--- config.mk ---
export PLATFORM = sky130hd
export DESIGN_NAME = hutv_isqrt
export DESIGN_NICKNAME = d
export VERILOG_FILES = /design/src/hw/rtl/hutv_pkg.sv /design/src/hw/rtl/hutv_isqrt.sv
export SDC_FILE = /design/constraint.sdc
export NUM_CORES = 2
export LEC_CHECK = 0
export ABC_CLOCK_PERIOD_IN_PS = 4600
export BUFFER_PORTS_ARGS = -buffer_cell sky130_fd_sc_hd__buf_2
export CORE_ASPECT_RATIO = 0.5
export CORE_UTILIZATION = 61
export DETAILED_ROUTE_END_ITERATION = 10
export GPL_ROUTABILITY_DRIVEN = 0
export MAX_ROUTING_LAYER = met4
export PLACE_DENSITY = 0.84
export SLEW_MARGIN = 10
export SYNTH_ARGS = -nofsm -noshare
export SYNTH_HDL_FRONTEND = slang
export SYNTH_SLANG_ARGS = --single-unit
--- constraint.sdc ---
create_clock -name clk -period 4.6 [get_ports clk]
set_input_delay 0.46 -clock clk [delete_from_list [all_inputs] [get_ports clk]]
set_output_delay 0.46 -clock clk [all_outputs]
set_load 0.01 [all_outputs]
--- src/hw/rtl/hutv_pkg.sv ---
`default_nettype none

package hutv_pkg;

    localparam int AXES          = 4;
    localparam int HASH_BYTES    = 16;
    localparam int OUT_FRAC_BITS = 15;
    localparam int COEF_FRAC_BITS = 15;

    // widths that hold every value at the fixed coefficient scale
    localparam int PROD_W = 25;
    localparam int HALF_W = 28;
    localparam int SUM_W  = 29;
    localparam int MAG_W  = 28;
    localparam int SQ_W   = 2 * MAG_W;
    localparam int N2_W   = SQ_W + 2;
    localparam int ROOT_W = N2_W / 2;
    localparam int SREM_W = ROOT_W + 1;
    localparam int NUM_W  = MAG_W + OUT_FRAC_BITS + 1;
    localparam int Q_W    = OUT_FRAC_BITS + 2;
    localparam int DREM_W = ROOT_W;
    localparam int OUT_W  = 16;

    localparam logic signed [SUM_W-1:0] BASE_TERM = SUM_W'(255 * (1 << COEF_FRAC_BITS));
    localparam logic signed [OUT_W-1:0] OUT_MAX   = 16'sh7fff;
    localparam logic signed [OUT_W-1:0] OUT_MIN   = 16'sh8000;

    localparam logic signed [15:0] COEF_TAB [0:AXES-1][0:HASH_BYTES-1] = '{
        '{ 21852, 32567, 26684, 7202, -15951, -30974, -30212, -14052,
           9270, 27867, 32262, 20214, -2136, -23397, -32734, -25388 },
        '{ 12784, -22792, -30569, -1061, 29741, 24268, -10805, -32699,
           -14711, 21220, 31269, 3179, -28789, -25643, 8779, 32493 },
        '{ 30901, -20564, -17216, 32021, -4093, -29297, 23589, 13599,
           -32639, 8121, 27235, -26245, -9769, 32746, -12022, -24746 },
        '{ -24383, 3519, 19145, -32012, 28496, -10396, -13024, 29779,
           -31293, 16793, 6302, -26172, 32647, -22414, 711, 21357 }
    };

    // sideband that travels with an item through the root stages
    typedef struct packed {
        logic                       valid;
        logic                       zero;
        logic [AXES-1:0]            neg;
        logic [AXES-1:0][MAG_W-1:0] mag;
    } side_t;

    // sideband that travels with an item through the divide stages
    typedef struct packed {
        logic            valid;
        logic            zero;
        logic [AXES-1:0] neg;
    } dctl_t;

endpackage

`default_nettype wire

--- src/hw/rtl/hutv_isqrt.sv ---
`default_nettype none

module hutv_isqrt (
    input  wire logic                      clk,
    input  wire logic                      rst_n,
    input  wire logic [hutv_pkg::N2_W-1:0] n2,
    input  wire hutv_pkg::side_t           side_in,
    output logic [hutv_pkg::ROOT_W-1:0]    root,
    output hutv_pkg::side_t                side_out
);
    import hutv_pkg::*;

    logic [SREM_W-1:0] rem_reg  [ROOT_W];
    logic [ROOT_W-1:0] root_reg [ROOT_W];
    logic [N2_W-1:0]   n_reg    [ROOT_W];
    side_t             side_reg [ROOT_W];

    logic [SREM_W-1:0] rem_next  [ROOT_W];
    logic [ROOT_W-1:0] root_next [ROOT_W];
    logic [N2_W-1:0]   n_next    [ROOT_W];

    // one root bit per stage, two radicand bits consumed
    always_comb
    begin
        logic [SREM_W-1:0] rp;
        logic [ROOT_W-1:0] qp;
        logic [N2_W-1:0]   np;
        logic [SREM_W+1:0] cur;
        logic [SREM_W+1:0] trial;
        for (int s = 0; s < ROOT_W; s++)
        begin
            if (s == 0)
            begin
                rp = '0;
                qp = '0;
                np = n2;
            end
            else
            begin
                rp = rem_reg[s-1];
                qp = root_reg[s-1];
                np = n_reg[s-1];
            end
            cur   = {rp, np[N2_W-1 -: 2]};
            trial = {1'b0, qp, 2'b01};
            if (cur >= trial)
            begin
                rem_next[s]  = SREM_W'(cur - trial);
                root_next[s] = {qp[ROOT_W-2:0], 1'b1};
            end
            else
            begin
                rem_next[s]  = SREM_W'(cur);
                root_next[s] = {qp[ROOT_W-2:0], 1'b0};
            end
            n_next[s] = {np[N2_W-3:0], 2'b00};
        end
    end

    // stage registers
    always_ff @(posedge clk or negedge rst_n)
    begin
        if (!rst_n)
        begin
            for (int s = 0; s < ROOT_W; s++)
            begin
                side_reg[s] <= '0;
            end
        end
        else
        begin
            for (int s = 0; s < ROOT_W; s++)
            begin
                side_reg[s] <= (s == 0) ? side_in : side_reg[s-1];
            end
        end
    end

    always_ff @(posedge clk)
    begin
        for (int s = 0; s < ROOT_W; s++)
        begin
            rem_reg[s]  <= rem_next[s];
            root_reg[s] <= root_next[s];
            n_reg[s]    <= n_next[s];
        end
    end

    assign root     = root_reg[ROOT_W-1];
    assign side_out = side_reg[ROOT_W-1];

endmodule

`default_nettype wire

==> metrics list, run 1 <==
- The first global-routing pass estimated 742000 um of wire.
- All-Layer GR Usage: 39.5%
* Post-Synth Adder-Cell Area: 3.61%
* Pin count of the biggest net entering global routing: 225
- Proportion of synthesized chip area in sequential cells: 78.4%
* Mapped Avg Cell Area: 14.8 sq um
- Measured against the total synthesized area, the mux share comes to 0.578%.
- Clock Path Buffers: 4
* CTS H-Tree Depth: 5
- Share of synthesized cell area in and, or, nand and nor gates: 5.75%
- At the placement stage, the worst setup path has a slack of 0.654 ns.
- Die span in y: 366 um
- After Yosys synthesis, XOR and XNOR cells account for 3.59% of the synthesized area.
- Result of the run: did not finish
* Die span in x: 730 um
- Vias in the first global route: 110k
- Count of cells resized by post-cts repair: 0
- In the synthesized netlist, the number of instances is 10.9k.
* Port bufs: 324
* Root buffer selected by CTS: clkbuf_16
- Summing every instance area after synthesis gives 0.161 sq mm.
* Synthesis-stage register bit count: 5467
* Top-level I/O count: 325
- The initial utilization of the core area, before any placement, comes to 61.4%.
* Total grt overflow: 199
* Number of setup buffers added after CTS: 0
- First reported error: [ERROR GRT-0116] Global routing finished with congestion. Check the congestion regions in the DRC Viewer.
- Count of unique library cells instantiated by Yosys: 81
- Half-perimeter wire length after placement: 218000 um
* Number of warnings printed during yosys synthesis: 0
- Share of the synthesized area in compound gates (AO/OA/AOI/OAI): 5.77%
* # rows: 133
- The most used flip-flop cell after synthesis is dfrtp_1.
- Counting flops with an async set or reset pin after synthesis yields a share of 62.6%.
- Last stage: 5_1_grt
- Inserted Clock Buffers: 416
* CTS sink cnt: 5467
* Post-cts hold buffer count: 178
- Yosys mapped a number of flops with a built-in enable equal to 0.
* Largest family of logic cells by synthesized area: compound AO/OA/AOI/OAI gates
- The number of nets in the synthesized netlist is 11.5k.
-- metal layers --
| metal | global-route usage (%) | overflow |
|---|---|---|
| met1 | 40.5 | 6 |
| met2 | 57.5 | 84 |
| met3 | 22.3 | 19 |
| met4 | 27.0 | 90 |
| met5 | - | - |
-- logic make-up after synthesis --
| logic type | count (synthesis) |
|---|---|
| mux | 84 |
| buf+inv | 864 |
| simple gates | 1875 |
| other cells | 1 |
| compound gates | 1487 |
| fa+ha+maj | 466 |
| flops | 5467 |
| xor+xnor | 661 |
-- Yosys cell counts (110+ instances only) --
cell | n | area share (%)
nand2_1 | 476 | 1.1
nand3_1 | 110 | 0.34
nor3_1 | 194 | 0.60
inv_1 | 596 | 1.4
buf_4 | 120 | 0.56
dfrtp_1 | 3422 | 53
xnor2_1 | 363 | 2.0
o21ai_0 | 336 | 1.0
a21o_1 | 179 | 0.83
dfxtp_1 | 2045 | 25
clkbuf_1 | 129 | 0.30
a21oi_1 | 480 | 1.5
xor2_1 | 298 | 1.6
nor2_1 | 451 | 1.0
ha_1 | 466 | 3.6
-- metrics by stage --
stage	std cells	area [sq um]	hold WS [ns]	util, %
3_3_place_gp	14556	167000	0.310	63.5
3_5_place_dp	14556	167000	0.312	63.5
2_1_floorplan	10905	161000	0.164	-
4_1_cts	15505	183000	0.110	69.5
==> run 2: changes to the inputs <==
--- a/config.mk
+++ b/config.mk
@@ -7,12 +7,10 @@
 export LEC_CHECK = 0
 export ABC_CLOCK_PERIOD_IN_PS = 4600
 export BUFFER_PORTS_ARGS = -buffer_cell sky130_fd_sc_hd__buf_2
-export CORE_ASPECT_RATIO = 0.5
-export CORE_UTILIZATION = 61
+export CORE_UTILIZATION = 40
 export DETAILED_ROUTE_END_ITERATION = 10
 export GPL_ROUTABILITY_DRIVEN = 0
-export MAX_ROUTING_LAYER = met4
-export PLACE_DENSITY = 0.84
+export PLACE_DENSITY_LB_ADDON = 0.15
 export SLEW_MARGIN = 10
 export SYNTH_ARGS = -nofsm -noshare
 export SYNTH_HDL_FRONTEND = slang
==> run 2 against run 1 <==
  * Area after synthesis unchanged
  * Synthesized cell count is the same
  * The flow now finishes without violations
==> metrics list, run 2 <==
- Among all flip-flop cells after synthesis, the most frequent one is dfrtp_1.
- The flow ran to the end, and the final reports show no timing, DRC or antenna violations.
- Number of setup buffers added after CTS: 0
- After global routing, the most crowded layer is met2.
- Cell Area, Synth: 0.161 sq mm
- At the worst endpoint, the arrival time is 4.76 ns.
* Share of async-settable or async-resettable flops after synthesis: 62.6%
* Number of iterations in the first detailed-routing pass: 8
- Setup repair after global routing left no endpoint under its margin.
- Global routing used 2.32% of the available met3 tracks.
* M2 GR Usage: 22.5%
- Number of synthesized flops with an enable pin: 0
* R2r worst-path depth: 11
* Met1 demand-to-capacity share in global routing: 16.1%
- The worst path needs 3.88 ns of the cycle, external delays included.
- For this design the ratio of total power to cell area is 570 mW/mm^2.
- The worst path uses 84.4% of the clock period.
* Top-level I/O count: 325
- Smallest setup slack after layout: 0.718 ns
* Die span in y: 637 um
- Cell family contributing the most delay on the critical path: simple AND/OR/NAND/NOR gates
- The endpoint identified for the worst register-to-register timing path is rem_reg[0][175]$_DFF_P_.
* Pre-CTS setup slack: 0.723 ns
- The number of pins exceeding their max-slew limit in the final report came to 0.
- WL per Instance: 15.0 um
* CTS sink cnt: 5467
* Core Footprint: 0.401 sq mm
- After synthesis, the mean cell area works out to 14.8 sq um.
- Proportion of synthesized chip area in sequential cells: 78.4%
- Wire length of the first global-routing pass: 438000 um
* Hold WS: 0.0436 ns
- After Yosys synthesis, full adders, half adders and majority gates account for 3.61% of the synthesized area.
- The critical path goes through inv_1, ha_1, nor2b_1, o21ai_0, a21oi_1, o21ai_0, a21boi_0, o311ai_0, nor3_1, or4b_2, xnor2_1.
* Bufs and invs on worst path: 1
* Final setup viols: 0
- The longest clock path from root to sink contains 4 buffers.
- # rows: 232
- Fraction of layout instances using a drive strength above 1: 11.6%
- For this run, the number of Yosys warnings is 0.
* Sort of element at the end of the critical path: flop
- Launching point of the worst reg2reg path: root_reg[0][116]$_DFF_P_
- Die span in x: 637 um
- Summing the areas of all xor and xnor instances in the mapped netlist gives 3.59% of the synthesized area.
* Cell type with the highest aggregate area in the netlist: dfrtp_1
- CP Data Required Time: 5.47 ns
* Post-route DRC violation count: 0
- The die covers 0.406 sq mm.
* Via count normalized by instance count: 4.55
* Final non-filler cell total: 17.6k
- The via count of the first global-routing pass was 85.0k.
- Crit-path most repeated cell: o21ai_0
* Share of synthesized cell area in and, or, nand and nor gates: 5.75%
- On the final layout, the worst clock skew is 0.0320 ns.
- By area, the combinational part of the netlist is dominated by compound AO/OA/AOI/OAI gates.
- Buffers inserted to repair hold after CTS numbered 226.
- The number of nets in the synthesized netlist is 11.5k.
- Yosys attributes the largest share of cell area to dfrtp_1 53%, dfxtp_1 25%, ha_1 3.6%.
* Port bufs: 324
- The area growth from synthesis to layout is 17.9%.
* Synthesis-stage register bit count: 5467
- After clock tree synthesis, the clock-pin slew on the worst setup and hold paths is 0.06 ns.
- TritonCTS built the clock tree.
- Pin count of the biggest net entering global routing: 210
- The worst setup path is of the reg -> reg kind.
* Starting density of the core: 40.3%
- Most common cell in the synthesized netlist: dfrtp_1
- Post-placement cell count: 16.3k
- Leading cell types by count after synthesis: 3422 x dfrtp_1, 2045 x dfxtp_1, 596 x inv_1
- Most frequent cells in the layout: 3422 x dfrtp_1, 2045 x dfxtp_1, 596 x inv_1
- Most common cell after layout, fill and taps aside: dfrtp_1
- Synth Instances: 10.9k
- Multiplexer share of the synthesized area: 0.578%
- Static timing analysis puts the maximum clock frequency at 258 MHz.
- Slowest stage cell on the critical path: nor3_1
* Slew headroom: 25.3%
- Worst skew pair latency: 0.99 ns
- Worst ir drop on vdd: 0.366 mV
* Total detailed-routing wirelength: 263000 um
- Share of the synthesized area in compound gates (AO/OA/AOI/OAI): 5.77%
* Leakage dissipation: 87.6 nW
- Count of cells resized by post-cts repair: 0
* Detailed-route via count: 79.8k
- CTS H-Tree Depth: 6
- In this run the worst path has a maximum fanout of 7.
- Number of antenna violations at the first check in global routing: 3
- Setup total negative slack on the finished layout was measured at 0 ns.
* Top cell type's share of synthesized area: 53.0%
- Once detail routing completed, the nets flagged for antenna violations numbered 0.
- At the pin with the least slew margin, the transition time is 1.12 ns.
- Global routing finished with a remaining overflow of 0.
- Final Total Pwr: 108 mW
* Max reg flops: 3304
* All-Layer GR Usage: 13.0%
* Half-perimeter wire length after placement: 173000 um
- Final number of hold-violating endpoints: 0
- The final layout contains 12.5k nets.
- Counting the buffers created by CTS gives 558.
* Number of maximum-capacitance violations: 0
- Delay of the slowest cell on the worst path: 0.68 ns
- Root buffer selected by CTS: clkbuf_16
- Setup slack of the worst register-to-register path: 0.72 ns
- Initial detailed-routing violation count: 4766
- Min-delay worst type: in -> async
- The critical path starts at root_reg[0][116]$_DFF_P_.
- Startpoint types: flop
* Count of unique library cells instantiated by Yosys: 81
-- run 2: cell counts after synthesis --
No cell type changed its count.
-- run 2: kinds of logic after synthesis --
logic type,Yosys count
AOI/OAI and AO/OA,1487
xor gates and xnor gates,661
adders and majority gates,466
buffers and inverters,864
DFF,5467
muxes,84
other,1
and+or+nand+nor,1875
-- run 2: worst max path at each step --
stage | to | slack, ns | depth (start not counted)
floorplan | rem_reg[0][348]$_DFF_P_ | 1.31 | 10
global placement | rem_reg[0][175]$_DFF_P_ | 0.75 | 11
detailed placement | rem_reg[0][175]$_DFF_P_ | 0.72 | 11
CTS | rem_reg[0][175]$_DFF_P_ | 0.70 | 11
global route | rem_reg[0][175]$_DFF_P_ | 0.41 | 11
finish | rem_reg[0][175]$_DFF_P_ | 0.72 | 11
-- run 2: final cells by class --
cell class / count / area, sq um
inverter: 599 / 2250
antenna: 5 / 12.5
clock buffer: 827 / 16500
timing repair buffer: 645 / 4900
multi-input combinational: 4574 / 31200
tap: 5265 / 6590
fill: 34339 / 210000
clock inverter: 175 / 2210
sequential: 5467 / 127000
-- run 2: worst register-to-register path: cells and delay by family (launching register included) --
| kind | cells | cell delay, ns |
|---|---|---|
| DFF | 1 | 0.32 |
| and+or+nand+nor | 3 | 1.48 |
| adders and majority gates | 1 | 0.35 |
| buffers and inverters | 1 | 0.05 |
| xor gates and xnor gates | 1 | 0.21 |
| AOI/OAI and AO/OA | 5 | 1.38 |
-- run 2: routing by layer --
| layer | part of all wire [%] | up-vias |
|---|---|---|
| li1 | - | 38068 |
| met1 | 42 | 39264 |
| met2 | 49 | 1781 |
| met3 | 4.7 | 731 |
| met4 | 4.0 | 0 |
| met5 | 0 | - |
-- run 2: where the power goes --
| part | total [mW] | switching (mW) | internal, mW | leakage (nW) |
|---|---|---|---|---|
| sequential | 54.8 | 2.52 | 52.3 | 57.0 |
| clock | 44.6 | 17.9 | 26.7 | 9.20 |
| combinational | 9.01 | 5.09 | 3.92 | 21.4 |
| total | 108 | 25.5 | 82.9 | 87.6 |
-- run 2: through the flow --
stage	utilization, %	area [sq um]
after floorplan	-	161000
after global placement	42.3	169000
after detailed placement	42.3	169000
after CTS	47.5	190000
after global routing	47.5	190000
final	47.5	190000
Power figures use the tool's default switching activity.
